<file path="config.mk">
export PLATFORM = sky130hd
export DESIGN_NAME = sparse_column_variance
export DESIGN_NICKNAME = d
export VERILOG_FILES = /design/src/rtl/scv_pkg.sv /design/src/rtl/scv_unit.sv /design/src/rtl/sparse_column_variance.sv
export VERILOG_INCLUDE_DIRS = /design/src /design/src/rtl
export SDC_FILE = /design/constraint.sdc
export NUM_CORES = 2
export LEC_CHECK = 0
export BUFFER_PORTS_ARGS = -buffer_cell sky130_fd_sc_hd__buf_2
export CORE_UTILIZATION = 60
export CTS_BUF_LIST = sky130_fd_sc_hd__clkbuf_4
export DETAILED_ROUTE_END_ITERATION = 16
export MAX_ROUTING_LAYER = met4
export PLACE_DENSITY = 0.82
export SKIP_LAST_GASP = 1
export SLEW_MARGIN = 20
export SYNTH_ARGS = -nofsm -noshare
export SYNTH_HDL_FRONTEND = slang
export SYNTH_HIERARCHICAL = 1
export SYNTH_SLANG_ARGS = --single-unit
</file>
<file path="constraint.sdc">
create_clock -name clk_i -period 20.8 [get_ports clk_i]
set_input_delay 1.04 -clock clk_i [delete_from_list [all_inputs] [get_ports clk_i]]
set_output_delay 1.04 -clock clk_i [all_outputs]
set_load 0.02 [all_outputs]
</file>
<file path="src/rtl/sparse_column_variance_macros.svh">
// ---------------------------------------------------------------------------
// Assertion macros for the sparse column variance block.
// Both macros sample on clk_i and are disabled while rst_ni is low.
// ---------------------------------------------------------------------------
`ifndef SPARSE_COLUMN_VARIANCE_MACROS_SVH
`define SPARSE_COLUMN_VARIANCE_MACROS_SVH

// General property check.
`define SCV_ASSERT(lbl, prop, msg) \
  lbl: assert property (@(posedge clk_i) disable iff (!rst_ni) prop) \
    else $error(msg);

// Same-cycle implication check.
`define SCV_ASSERT_IMP(lbl, ante, cons, msg) \
  `SCV_ASSERT(lbl, (ante) |-> (cons), msg)

`endif

</file>
<file path="src/rtl/scv_pkg.sv">
// ---------------------------------------------------------------------------
// scv_pkg
// Shared widths, register indexes, operation codes and control types of the
// sparse column variance block.
// ---------------------------------------------------------------------------
`default_nettype none

package scv_pkg;

  localparam int unsigned MAX_ROWS_DEF   = 65536;
  localparam int unsigned VALUE_BITS_DEF = 24;

  localparam int unsigned VAL_W  = 24;  // input value field
  localparam int unsigned CNT_W  = 17;  // row and entry counts
  localparam int unsigned SUM_W  = 40;  // signed sum of values
  localparam int unsigned SQ_W   = 63;  // sum of squares
  localparam int unsigned ITEM_SQ_W = 2 * VAL_W - 1;  // one squared value
  localparam int unsigned MAG_W  = 40;  // magnitude of the sum
  localparam int unsigned PROD_W = 80;  // numerator and unit accumulator
  localparam int unsigned DIV_W  = 33;  // divisor n*(n-1)
  localparam int unsigned VAR_W  = 48;  // variance result
  localparam int unsigned STEP_W = 7;   // unit step counter
  localparam int unsigned DATA_W = 32;  // configuration data
  localparam int unsigned ADDR_W = 3;   // configuration address

  localparam logic [CNT_W-1:0] ROWS_RESET = 17'h10000;

  // Register index, taken from paddr[2].
  localparam logic REG_ROWS = 1'b0;
  localparam logic REG_SKIP = 1'b1;

  typedef enum logic [1:0] {
    OP_MUL_NEW,  // clear accumulator, then shift-add multiply
    OP_MUL_SUB,  // keep accumulator, shift-subtract multiply
    OP_DIV       // restoring divide of the accumulator
  } op_e;

  typedef struct packed {
    logic              start;
    op_e               op;
    logic [STEP_W-1:0] steps;
  } ctrl_t;

  typedef struct packed {
    logic busy;
    logic done;
  } stat_t;

endpackage

`default_nettype wire

</file>
<file path="src/rtl/scv_unit.sv">
// ---------------------------------------------------------------------------
// scv_unit
// Shared arithmetic unit: one wide adder used one bit per cycle, either as a
// shift-add (or shift-subtract) multiplier or as a restoring divider.
// ---------------------------------------------------------------------------
`default_nettype none

module scv_unit (
  input  wire logic                         clk_i,
  input  wire logic                         rst_ni,
  input  wire scv_pkg::ctrl_t               ctrl_i,
  input  wire logic [scv_pkg::PROD_W-1:0]   mcand_i,
  input  wire logic [scv_pkg::MAG_W-1:0]    mplier_i,
  input  wire logic [scv_pkg::DIV_W-1:0]    divisor_i,
  output scv_pkg::stat_t                    stat_o,
  output logic [scv_pkg::PROD_W-1:0]        result_o
);

  localparam int unsigned PW = scv_pkg::PROD_W;
  localparam int unsigned DW = scv_pkg::DIV_W;

  logic                          busy_q, done_q;
  scv_pkg::op_e                  op_q;
  logic [scv_pkg::STEP_W-1:0]    cnt_q;
  logic [PW-1:0]                 acc_q, mcand_q;
  logic [scv_pkg::MAG_W-1:0]     mplier_q;
  logic [DW-1:0]                 div_q, rem_q;

  logic [DW:0]                   rem_shift;
  logic [PW-1:0]                 add_x, add_y;
  logic                          add_sub;
  logic [PW:0]                   add_sum;
  logic                          q_bit;
  logic                          last_step;

  assign rem_shift = {rem_q, acc_q[PW-1]};
  assign last_step = busy_q && (cnt_q == scv_pkg::STEP_W'(1));

  // The single shared adder. On subtract, the carry out is set when x >= y.
  always_comb begin
    case (op_q)
      scv_pkg::OP_MUL_SUB: begin
        add_x   = acc_q;
        add_y   = mcand_q;
        add_sub = 1'b1;
      end
      scv_pkg::OP_DIV: begin
        add_x   = PW'(rem_shift);
        add_y   = PW'(div_q);
        add_sub = 1'b1;
      end
      default: begin
        add_x   = acc_q;
        add_y   = mcand_q;
        add_sub = 1'b0;
      end
    endcase
    add_sum = {1'b0, add_x} + {1'b0, (add_sub ? ~add_y : add_y)} + (PW+1)'(add_sub);
  end

  assign q_bit = add_sum[PW];

  always_ff @(posedge clk_i or negedge rst_ni) begin
    if (!rst_ni) begin
      busy_q <= 1'b0;
      done_q <= 1'b0;
      op_q   <= scv_pkg::OP_MUL_NEW;
      cnt_q  <= '0;
    end else begin
      done_q <= last_step;
      if (ctrl_i.start) begin
        busy_q <= 1'b1;
        op_q   <= ctrl_i.op;
        cnt_q  <= ctrl_i.steps;
      end else if (busy_q) begin
        cnt_q <= cnt_q - scv_pkg::STEP_W'(1);
        if (last_step) begin
          busy_q <= 1'b0;
        end
      end
    end
  end

  always_ff @(posedge clk_i) begin
    if (ctrl_i.start) begin
      mcand_q  <= mcand_i;
      mplier_q <= mplier_i;
      div_q    <= divisor_i;
      rem_q    <= '0;
      if (ctrl_i.op == scv_pkg::OP_MUL_NEW) begin
        acc_q <= '0;
      end
    end else if (busy_q) begin
      case (op_q)
        scv_pkg::OP_DIV: begin
          acc_q <= {acc_q[PW-2:0], q_bit};
          rem_q <= q_bit ? add_sum[DW-1:0] : rem_shift[DW-1:0];
        end
        default: begin
          if (mplier_q[0]) begin
            acc_q <= add_sum[PW-1:0];
          end
          mcand_q  <= {mcand_q[PW-2:0], 1'b0};
          mplier_q <= {1'b0, mplier_q[scv_pkg::MAG_W-1:1]};
        end
      endcase
    end
  end

  assign stat_o.busy = busy_q;
  assign stat_o.done = done_q;
  assign result_o    = acc_q;

endmodule

`default_nettype wire

</file>
<file path="src/rtl/sparse_column_variance.sv">
// ---------------------------------------------------------------------------
// sparse_column_variance: sample variance of one sparse column, streamed.
// Each entry item is folded into the sums before the next item is taken; a closing
// item with a defined result runs the shared add/subtract unit for the divisor, the
// product n*S2, the subtraction of S1*S1 and the divide, in that order.
// Reset is asynchronous and active low; it clears all sums and counters.
// ---------------------------------------------------------------------------
`default_nettype none
`include "sparse_column_variance_macros.svh"

module sparse_column_variance #(
  parameter int unsigned MAX_ROWS   = scv_pkg::MAX_ROWS_DEF,
  parameter int unsigned VALUE_BITS = scv_pkg::VALUE_BITS_DEF
) (
  input  wire logic                              clk_i,
  input  wire logic                              rst_ni,

  // Configuration port. pready is tied high, so no access is extended
  // by wait states.
  input  wire logic                              psel,
  input  wire logic                              penable,
  input  wire logic                              pwrite,
  input  wire logic [scv_pkg::ADDR_W-1:0]        paddr,
  input  wire logic [scv_pkg::DATA_W-1:0]        pwdata,
  output logic [scv_pkg::DATA_W-1:0]             prdata,
  output logic                                   pready,

  // Entry stream.
  input  wire logic                              in_valid_i,
  output logic                                   in_stall_o,
  input  wire logic signed [scv_pkg::VAL_W-1:0]  value_i,
  input  wire logic                              is_missing_i,
  input  wire logic                              has_value_i,
  input  wire logic                              last_i,

  // Result stream, one transfer per column.
  output logic                                   out_valid_o,
  input  wire logic                              out_stall_i,
  output logic [scv_pkg::VAR_W-1:0]              variance_o,
  output logic                                   undefined_o
);

  localparam int unsigned CW = scv_pkg::CNT_W;

  // Sequencer states.
  localparam logic [2:0] ST_IDLE  = 3'd0;  // take the next item
  localparam logic [2:0] ST_ACC   = 3'd1;  // fold the item into the sums
  localparam logic [2:0] ST_EVAL  = 3'd2;  // work out n and the undefined flag
  localparam logic [2:0] ST_MULD  = 3'd3;  // divisor n*(n-1)
  localparam logic [2:0] ST_MULP1 = 3'd4;  // n * sum of squares
  localparam logic [2:0] ST_MULP2 = 3'd5;  // subtract sum * sum
  localparam logic [2:0] ST_DIV   = 3'd6;  // divide the numerator
  localparam logic [2:0] ST_DONE  = 3'd7;  // hand the result to the output

  localparam logic [CW-1:0] MaxRowsC = CW'(MAX_ROWS);

  logic [2:0] state_q, state_d;

  // Configuration registers.
  logic [CW-1:0] rows_q;
  logic          skip_q;
  logic          cfg_write;

  // Captured item.
  logic signed [scv_pkg::VAL_W-1:0]     v_ext;
  logic signed [2*scv_pkg::VAL_W-1:0]   v_square;
  logic signed [scv_pkg::VAL_W-1:0]     v_q;
  logic [scv_pkg::ITEM_SQ_W-1:0]        sq_q;
  logic                                 item_miss_q, item_has_q, item_last_q;
  logic                                 in_accept;

  // Column state.
  logic signed [scv_pkg::SUM_W-1:0]     sum_q;
  logic [scv_pkg::SQ_W-1:0]             sq_sum_q;
  logic [CW-1:0]                        entry_q, miss_q;
  logic [CW-1:0]                        total;

  // Evaluation.
  logic [CW-1:0]                        rows_eff, n_d, n_q;
  logic                                 undef_d;
  logic [scv_pkg::MAG_W-1:0]            mag;
  logic [scv_pkg::DIV_W-1:0]            d_q;
  logic [scv_pkg::VAR_W-1:0]            var_q;
  logic                                 undef_q;

  // Output register.
  logic                                 out_valid_q;
  logic [scv_pkg::VAR_W-1:0]            out_var_q;
  logic                                 out_undef_q;
  logic                                 out_load;

  // Shared unit.
  scv_pkg::ctrl_t                       unit_ctrl;
  scv_pkg::stat_t                       unit_stat;
  logic [scv_pkg::PROD_W-1:0]           unit_mcand, unit_result;
  logic [scv_pkg::MAG_W-1:0]            unit_mplier;

  // -------------------------------------------------------------------------
  // Configuration port. Bit 2 of the address selects the register.
  // -------------------------------------------------------------------------
  assign pready    = 1'b1;
  assign cfg_write = psel && penable && pwrite && pready;

  always_ff @(posedge clk_i or negedge rst_ni) begin
    if (!rst_ni) begin
      rows_q <= scv_pkg::ROWS_RESET;
      skip_q <= 1'b0;
    end else if (cfg_write) begin
      case (paddr[2])
        scv_pkg::REG_ROWS: rows_q <= pwdata[CW-1:0];
        scv_pkg::REG_SKIP: skip_q <= pwdata[0];
        default: ;
      endcase
    end
  end

  always_comb begin
    case (paddr[2])
      scv_pkg::REG_ROWS: prdata = scv_pkg::DATA_W'(rows_q);
      scv_pkg::REG_SKIP: prdata = scv_pkg::DATA_W'(skip_q);
      default:           prdata = '0;
    endcase
  end

  // -------------------------------------------------------------------------
  // Input side. Only the low VALUE_BITS bits of the value carry data; they
  // are sign extended to the full field. The square is registered at
  // acceptance and summed in the following cycle.
  // -------------------------------------------------------------------------
  assign in_stall_o = (state_q != ST_IDLE);
  assign in_accept  = in_valid_i && !in_stall_o;

  always_comb begin
    for (int i = 0; i < scv_pkg::VAL_W; i++) begin
      v_ext[i] = (i < VALUE_BITS) ? value_i[i] : value_i[VALUE_BITS-1];
    end
  end

  assign v_square = v_ext * v_ext;

  always_ff @(posedge clk_i) begin
    if (in_accept) begin
      v_q         <= v_ext;
      sq_q        <= v_square[scv_pkg::ITEM_SQ_W-1:0];
      item_miss_q <= is_missing_i;
      item_has_q  <= has_value_i;
      item_last_q <= last_i;
    end
  end

  // -------------------------------------------------------------------------
  // Column evaluation. The effective row count is clamped to MAX_ROWS. With
  // skip_missing set, missing entries leave the sample; without it, any
  // missing entry makes the result undefined. More stored entries than rows,
  // or fewer than two samples, also make it undefined.
  // -------------------------------------------------------------------------
  assign total    = entry_q + miss_q;
  assign rows_eff = (rows_q > MaxRowsC) ? MaxRowsC : rows_q;

  always_comb begin
    if (skip_q) begin
      n_d = (miss_q <= rows_eff) ? (rows_eff - miss_q) : '0;
    end else begin
      n_d = rows_eff;
    end
    undef_d = (total > rows_eff) || (!skip_q && (miss_q != '0)) || (n_d < CW'(2));
  end

  // The magnitude of the sum; the most negative sum maps to its true size.
  assign mag = sum_q[scv_pkg::SUM_W-1] ? scv_pkg::MAG_W'(-sum_q)
                                       : scv_pkg::MAG_W'(sum_q);

  // -------------------------------------------------------------------------
  // Sequencer. The variance is (n*S2 - S1*S1) / (n*(n-1)). The divisor is
  // built first and parked in d_q, so the numerator can grow in the unit's
  // accumulator and be divided in place.
  // -------------------------------------------------------------------------
  assign out_load = (state_q == ST_DONE) && (!out_valid_q || !out_stall_i);

  always_comb begin
    state_d         = state_q;
    unit_ctrl.start = 1'b0;
    unit_ctrl.op    = scv_pkg::OP_MUL_NEW;
    unit_ctrl.steps = '0;
    unit_mcand      = '0;
    unit_mplier     = '0;
    case (state_q)
      ST_IDLE: begin
        if (in_accept) begin
          state_d = ST_ACC;
        end
      end
      ST_ACC: begin
        state_d = item_last_q ? ST_EVAL : ST_IDLE;
      end
      ST_EVAL: begin
        if (undef_d) begin
          state_d = ST_DONE;
        end else begin
          unit_ctrl.start = 1'b1;
          unit_ctrl.op    = scv_pkg::OP_MUL_NEW;
          unit_ctrl.steps = scv_pkg::STEP_W'(CW);
          unit_mcand      = scv_pkg::PROD_W'(n_d - CW'(1));
          unit_mplier     = scv_pkg::MAG_W'(n_d);
          state_d         = ST_MULD;
        end
      end
      ST_MULD: begin
        if (unit_stat.done) begin
          unit_ctrl.start = 1'b1;
          unit_ctrl.op    = scv_pkg::OP_MUL_NEW;
          unit_ctrl.steps = scv_pkg::STEP_W'(CW);
          unit_mcand      = scv_pkg::PROD_W'(sq_sum_q);
          unit_mplier     = scv_pkg::MAG_W'(n_q);
          state_d         = ST_MULP1;
        end
      end
      ST_MULP1: begin
        if (unit_stat.done) begin
          unit_ctrl.start = 1'b1;
          unit_ctrl.op    = scv_pkg::OP_MUL_SUB;
          unit_ctrl.steps = scv_pkg::STEP_W'(scv_pkg::MAG_W);
          unit_mcand      = scv_pkg::PROD_W'(mag);
          unit_mplier     = mag;
          state_d         = ST_MULP2;
        end
      end
      ST_MULP2: begin
        if (unit_stat.done) begin
          unit_ctrl.start = 1'b1;
          unit_ctrl.op    = scv_pkg::OP_DIV;
          unit_ctrl.steps = scv_pkg::STEP_W'(scv_pkg::PROD_W);
          state_d         = ST_DIV;
        end
      end
      ST_DIV: begin
        if (unit_stat.done) begin
          state_d = ST_DONE;
        end
      end
      ST_DONE: begin
        if (out_load) begin
          state_d = ST_IDLE;
        end
      end
      default: begin
        state_d = ST_IDLE;
      end
    endcase
  end

  always_ff @(posedge clk_i or negedge rst_ni) begin
    if (!rst_ni) begin
      state_q <= ST_IDLE;
    end else begin
      state_q <= state_d;
    end
  end

  // Column sums and counters. Counting stops once the entries exceed
  // MAX_ROWS, and entries past MAX_ROWS are counted but not summed; such a
  // column is always undefined. Everything clears when the result is loaded into the output register.
  always_ff @(posedge clk_i or negedge rst_ni) begin
    if (!rst_ni) begin
      sum_q    <= '0;
      sq_sum_q <= '0;
      entry_q  <= '0;
      miss_q   <= '0;
    end else if (out_load) begin
      sum_q    <= '0;
      sq_sum_q <= '0;
      entry_q  <= '0;
      miss_q   <= '0;
    end else if ((state_q == ST_ACC) && item_has_q && (total <= MaxRowsC)) begin
      if (item_miss_q) begin
        miss_q <= miss_q + CW'(1);
      end else begin
        if (total < MaxRowsC) begin
          sum_q    <= sum_q + scv_pkg::SUM_W'(v_q);
          sq_sum_q <= sq_sum_q + scv_pkg::SQ_W'(sq_q);
        end
        entry_q <= entry_q + CW'(1);
      end
    end
  end

  always_ff @(posedge clk_i) begin
    if (state_q == ST_EVAL) begin
      n_q     <= n_d;
      undef_q <= undef_d;
      var_q   <= '0;
    end
    if ((state_q == ST_MULD) && unit_stat.done) begin
      d_q <= unit_result[scv_pkg::DIV_W-1:0];
    end
    if ((state_q == ST_DIV) && unit_stat.done) begin
      var_q <= unit_result[scv_pkg::VAR_W-1:0];
    end
  end

  scv_unit u_unit (
    .clk_i     (clk_i),
    .rst_ni    (rst_ni),
    .ctrl_i    (unit_ctrl),
    .mcand_i   (unit_mcand),
    .mplier_i  (unit_mplier),
    .divisor_i (d_q),
    .stat_o    (unit_stat),
    .result_o  (unit_result)
  );

  // -------------------------------------------------------------------------
  // Output register. It decouples the result from the sequencer, so the next
  // column can be taken while a finished result still waits for its transfer.
  // -------------------------------------------------------------------------
  always_ff @(posedge clk_i or negedge rst_ni) begin
    if (!rst_ni) begin
      out_valid_q <= 1'b0;
    end else if (out_load) begin
      out_valid_q <= 1'b1;
    end else if (!out_stall_i) begin
      out_valid_q <= 1'b0;
    end
  end

  always_ff @(posedge clk_i) begin
    if (out_load) begin
      out_var_q   <= undef_q ? '0 : var_q;
      out_undef_q <= undef_q;
    end
  end

  assign out_valid_o = out_valid_q;
  assign variance_o  = out_var_q;
  assign undefined_o = out_undef_q;

  // -------------------------------------------------------------------------
  // Assertions.
  // -------------------------------------------------------------------------
  `SCV_ASSERT_IMP(a_undef_zero, out_valid_o && undefined_o, variance_o == '0,
                  "undefined result carries a nonzero variance")
  `SCV_ASSERT_IMP(a_start_idle, unit_ctrl.start, !unit_stat.busy,
                  "shared unit started while busy")
  `SCV_ASSERT_IMP(a_done_wait, unit_stat.done,
                  state_q == ST_MULD || state_q == ST_MULP1 ||
                  state_q == ST_MULP2 || state_q == ST_DIV,
                  "shared unit finished outside a waiting state")
  `SCV_ASSERT(a_count_cap,
              ({1'b0, entry_q} + {1'b0, miss_q}) <= (CW+1)'(MAX_ROWS + 1),
              "entry counters passed their cap")

endmodule

`default_nettype wire
</file>
==> results.json <==
{
  "setup-violations-final": 0,
  "ys_warn_count": 6,
  "die_h_um": 321,
  "crit_path_end_kind": "flop",
  "cts.clk_slew.worst_paths_ns": 0.07,
  "start_kind": "input pin",
  "whs_ns": 0.159,
  "cts_tree": "done",
  "grtUsageTotal_pct": 29.5,
  "initial_core_util_pct": 60.9,
  "cts-root-buf": "clkbuf_4",
  "cts.sinks": 656,
  "clk-insertion-delay-late_ns": 1.03,
  "rsz0062_at_grt": "false",
  "cts.htree.levels": 4,
  "route.vias.total": 46024,
  "design_area_sq_mm": 0.0648,
  "period_needed_ns": 8.48,
  "crit_arrival_ns": 9.21,
  "dieArea_sq_mm": 0.103,
  "port_buffers": 119,
  "drt_wl_total_mm": 146,
  "period_share_pct": 40.8,
  "critPathKind": "input pin to flop",
  "fmax_ghz": 0.118,
  "nNetsFinal": 7292,
  "final_common_cell": "inv_1",
  "cp_max_fo": 47,
  "max_slew_margin_pct": 25.5,
  "fillers": 8030,
  "die_w_um": 321,
  "gp_congestion": 0.988,
  "cts_buffers": 160,
  "hold_class": "input pin to async pin",
  "io_pins": 153,
  "antenna_found_initial": 3,
  "cts_buffer_depth": 3,
  "drcViolationCount": 0,
  "layout_common_cells": "inv_1, fa_1, nand2_1, edfxtp_1, ha_1",
  "hpwl_mm": 111,
  "fp-row-count": 116,
  "finalMaxSlewViolations": 0,
  "post-route-util_pct": 64.4,
  "coreArea_sq_mm": 0.101,
  "fin_worst_skew_ns": 0.0651,
  "ctsResizeCount": 0,
  "first_pass_iters": 6,
  "post_cts_buffers": 0,
  "drive_gt1_share_pct": 10.1,
  "grt_pass1_vias": 46008,
  "syn_inst": 6277,
  "finalHoldViolations": 0,
  "avgSynthCellArea_sq_um": 9.75,
  "status": "complete, no violations",
  "syn_to_final_growth_pct": 5.79,
  "grt_remaining_overflow": 0,
  "tightest_slew_ns": 1.12,
  "wire_per_inst_um": 18.7,
  "hold_buffers": 0,
  "ant_nets": 0,
  "drt_iter0_drc": 3334,
  "grt_pass1_wl_mm": 238,
  "required_ns": 21.53,
  "setup_tns_ns": 0,
  "syn_area_sq_mm": 0.0612,
  "routed_via_density": 5.91,
  "dpl-instance-area_sq_mm": 0.0627,
  "grt_max_degree": 140,
  "drv_cap": 0
}
## worst max-delay path, cell delays in order
cell,delay [ns]
buf_2,0.66
nand2_1,0.29
inv_1,0.15
fa_1,0.56
fa_1,0.64
inv_1,0.25
fa_1,0.91
inv_1,0.36
fa_1,0.55
fa_1,0.59
fa_1,0.43
fa_1,0.44
ha_1,0.39
and2_1,0.18
nor4b_1,0.40
a2111oi_0,0.23
nor4b_1,0.61
o2111ai_1,0.18
and3_1,0.22
xnor2_1,0.11
## flip-flops by register name, indices dropped and copies added, names as in the netlist, 40 cells and up
register and count:
sum_q 40, sq_q 45, u_unit/result_o 80, sq_sum_q 63, var_q 48, variance_o 48
u_unit/mcand_q 80, u_unit/mplier_q 40
## layout make-up
class / count / area, sq um / share of cell area, %
clock buffers: 236 / 1770 / 2.74
repair buffers: 150 / 847 / 1.31
well taps: 1357 / 1700 / 2.62
clock inverters: 54 / 282 / 0.435
flip-flops and latches: 656 / 18500 / 28.6
diodes: 4 / 10.0 / 0.0155
inverters: 772 / 2900 / 4.48
multi-input cells: 4563 / 38700 / 59.8
## routing by layer
layer,GRT usage [%],part of all wire (%),vias to the layer above
li1,-,-,21598
met1,40.1,43,22313
met2,46.5,47,1845
met3,4.14,7.3,268
met4,8.32,2.4,0
met5,-,0,-
## final timing paths
path,from,endpoint,slack (ns),cells after the start
worst min register to register,d_q[2],u_unit/div_q[2],0.40,0
worst max register to register,entry_q[0],u_unit/mcand_q[66],12.92,20
worst max-delay path,value_i[23],sq_q[45],12.32,20
max in group asynchronous,rst_ni,sq_sum_q[59],19.11,2
min in group clk_i,has_value_i,item_has_q,0.26,1
worst min-delay path,rst_ni,rows_q[13],0.16,1
## per-stage QoR
| step | setup WS, ns | std cells |
|---|---|---|
| 5_1_grt | 11.92 | 7792 |
| 6_report | 12.32 | 7792 |
| 3_3_place_gp | 11.57 | 7498 |
| 3_5_place_dp | 11.43 | 7498 |
| 2_1_floorplan | 9.85 | 6310 |
| 4_1_cts | 12.52 | 7788 |
Power is not shown: default switching activity piles up to over one toggle a cycle in this logic, so the estimate is an artifact.
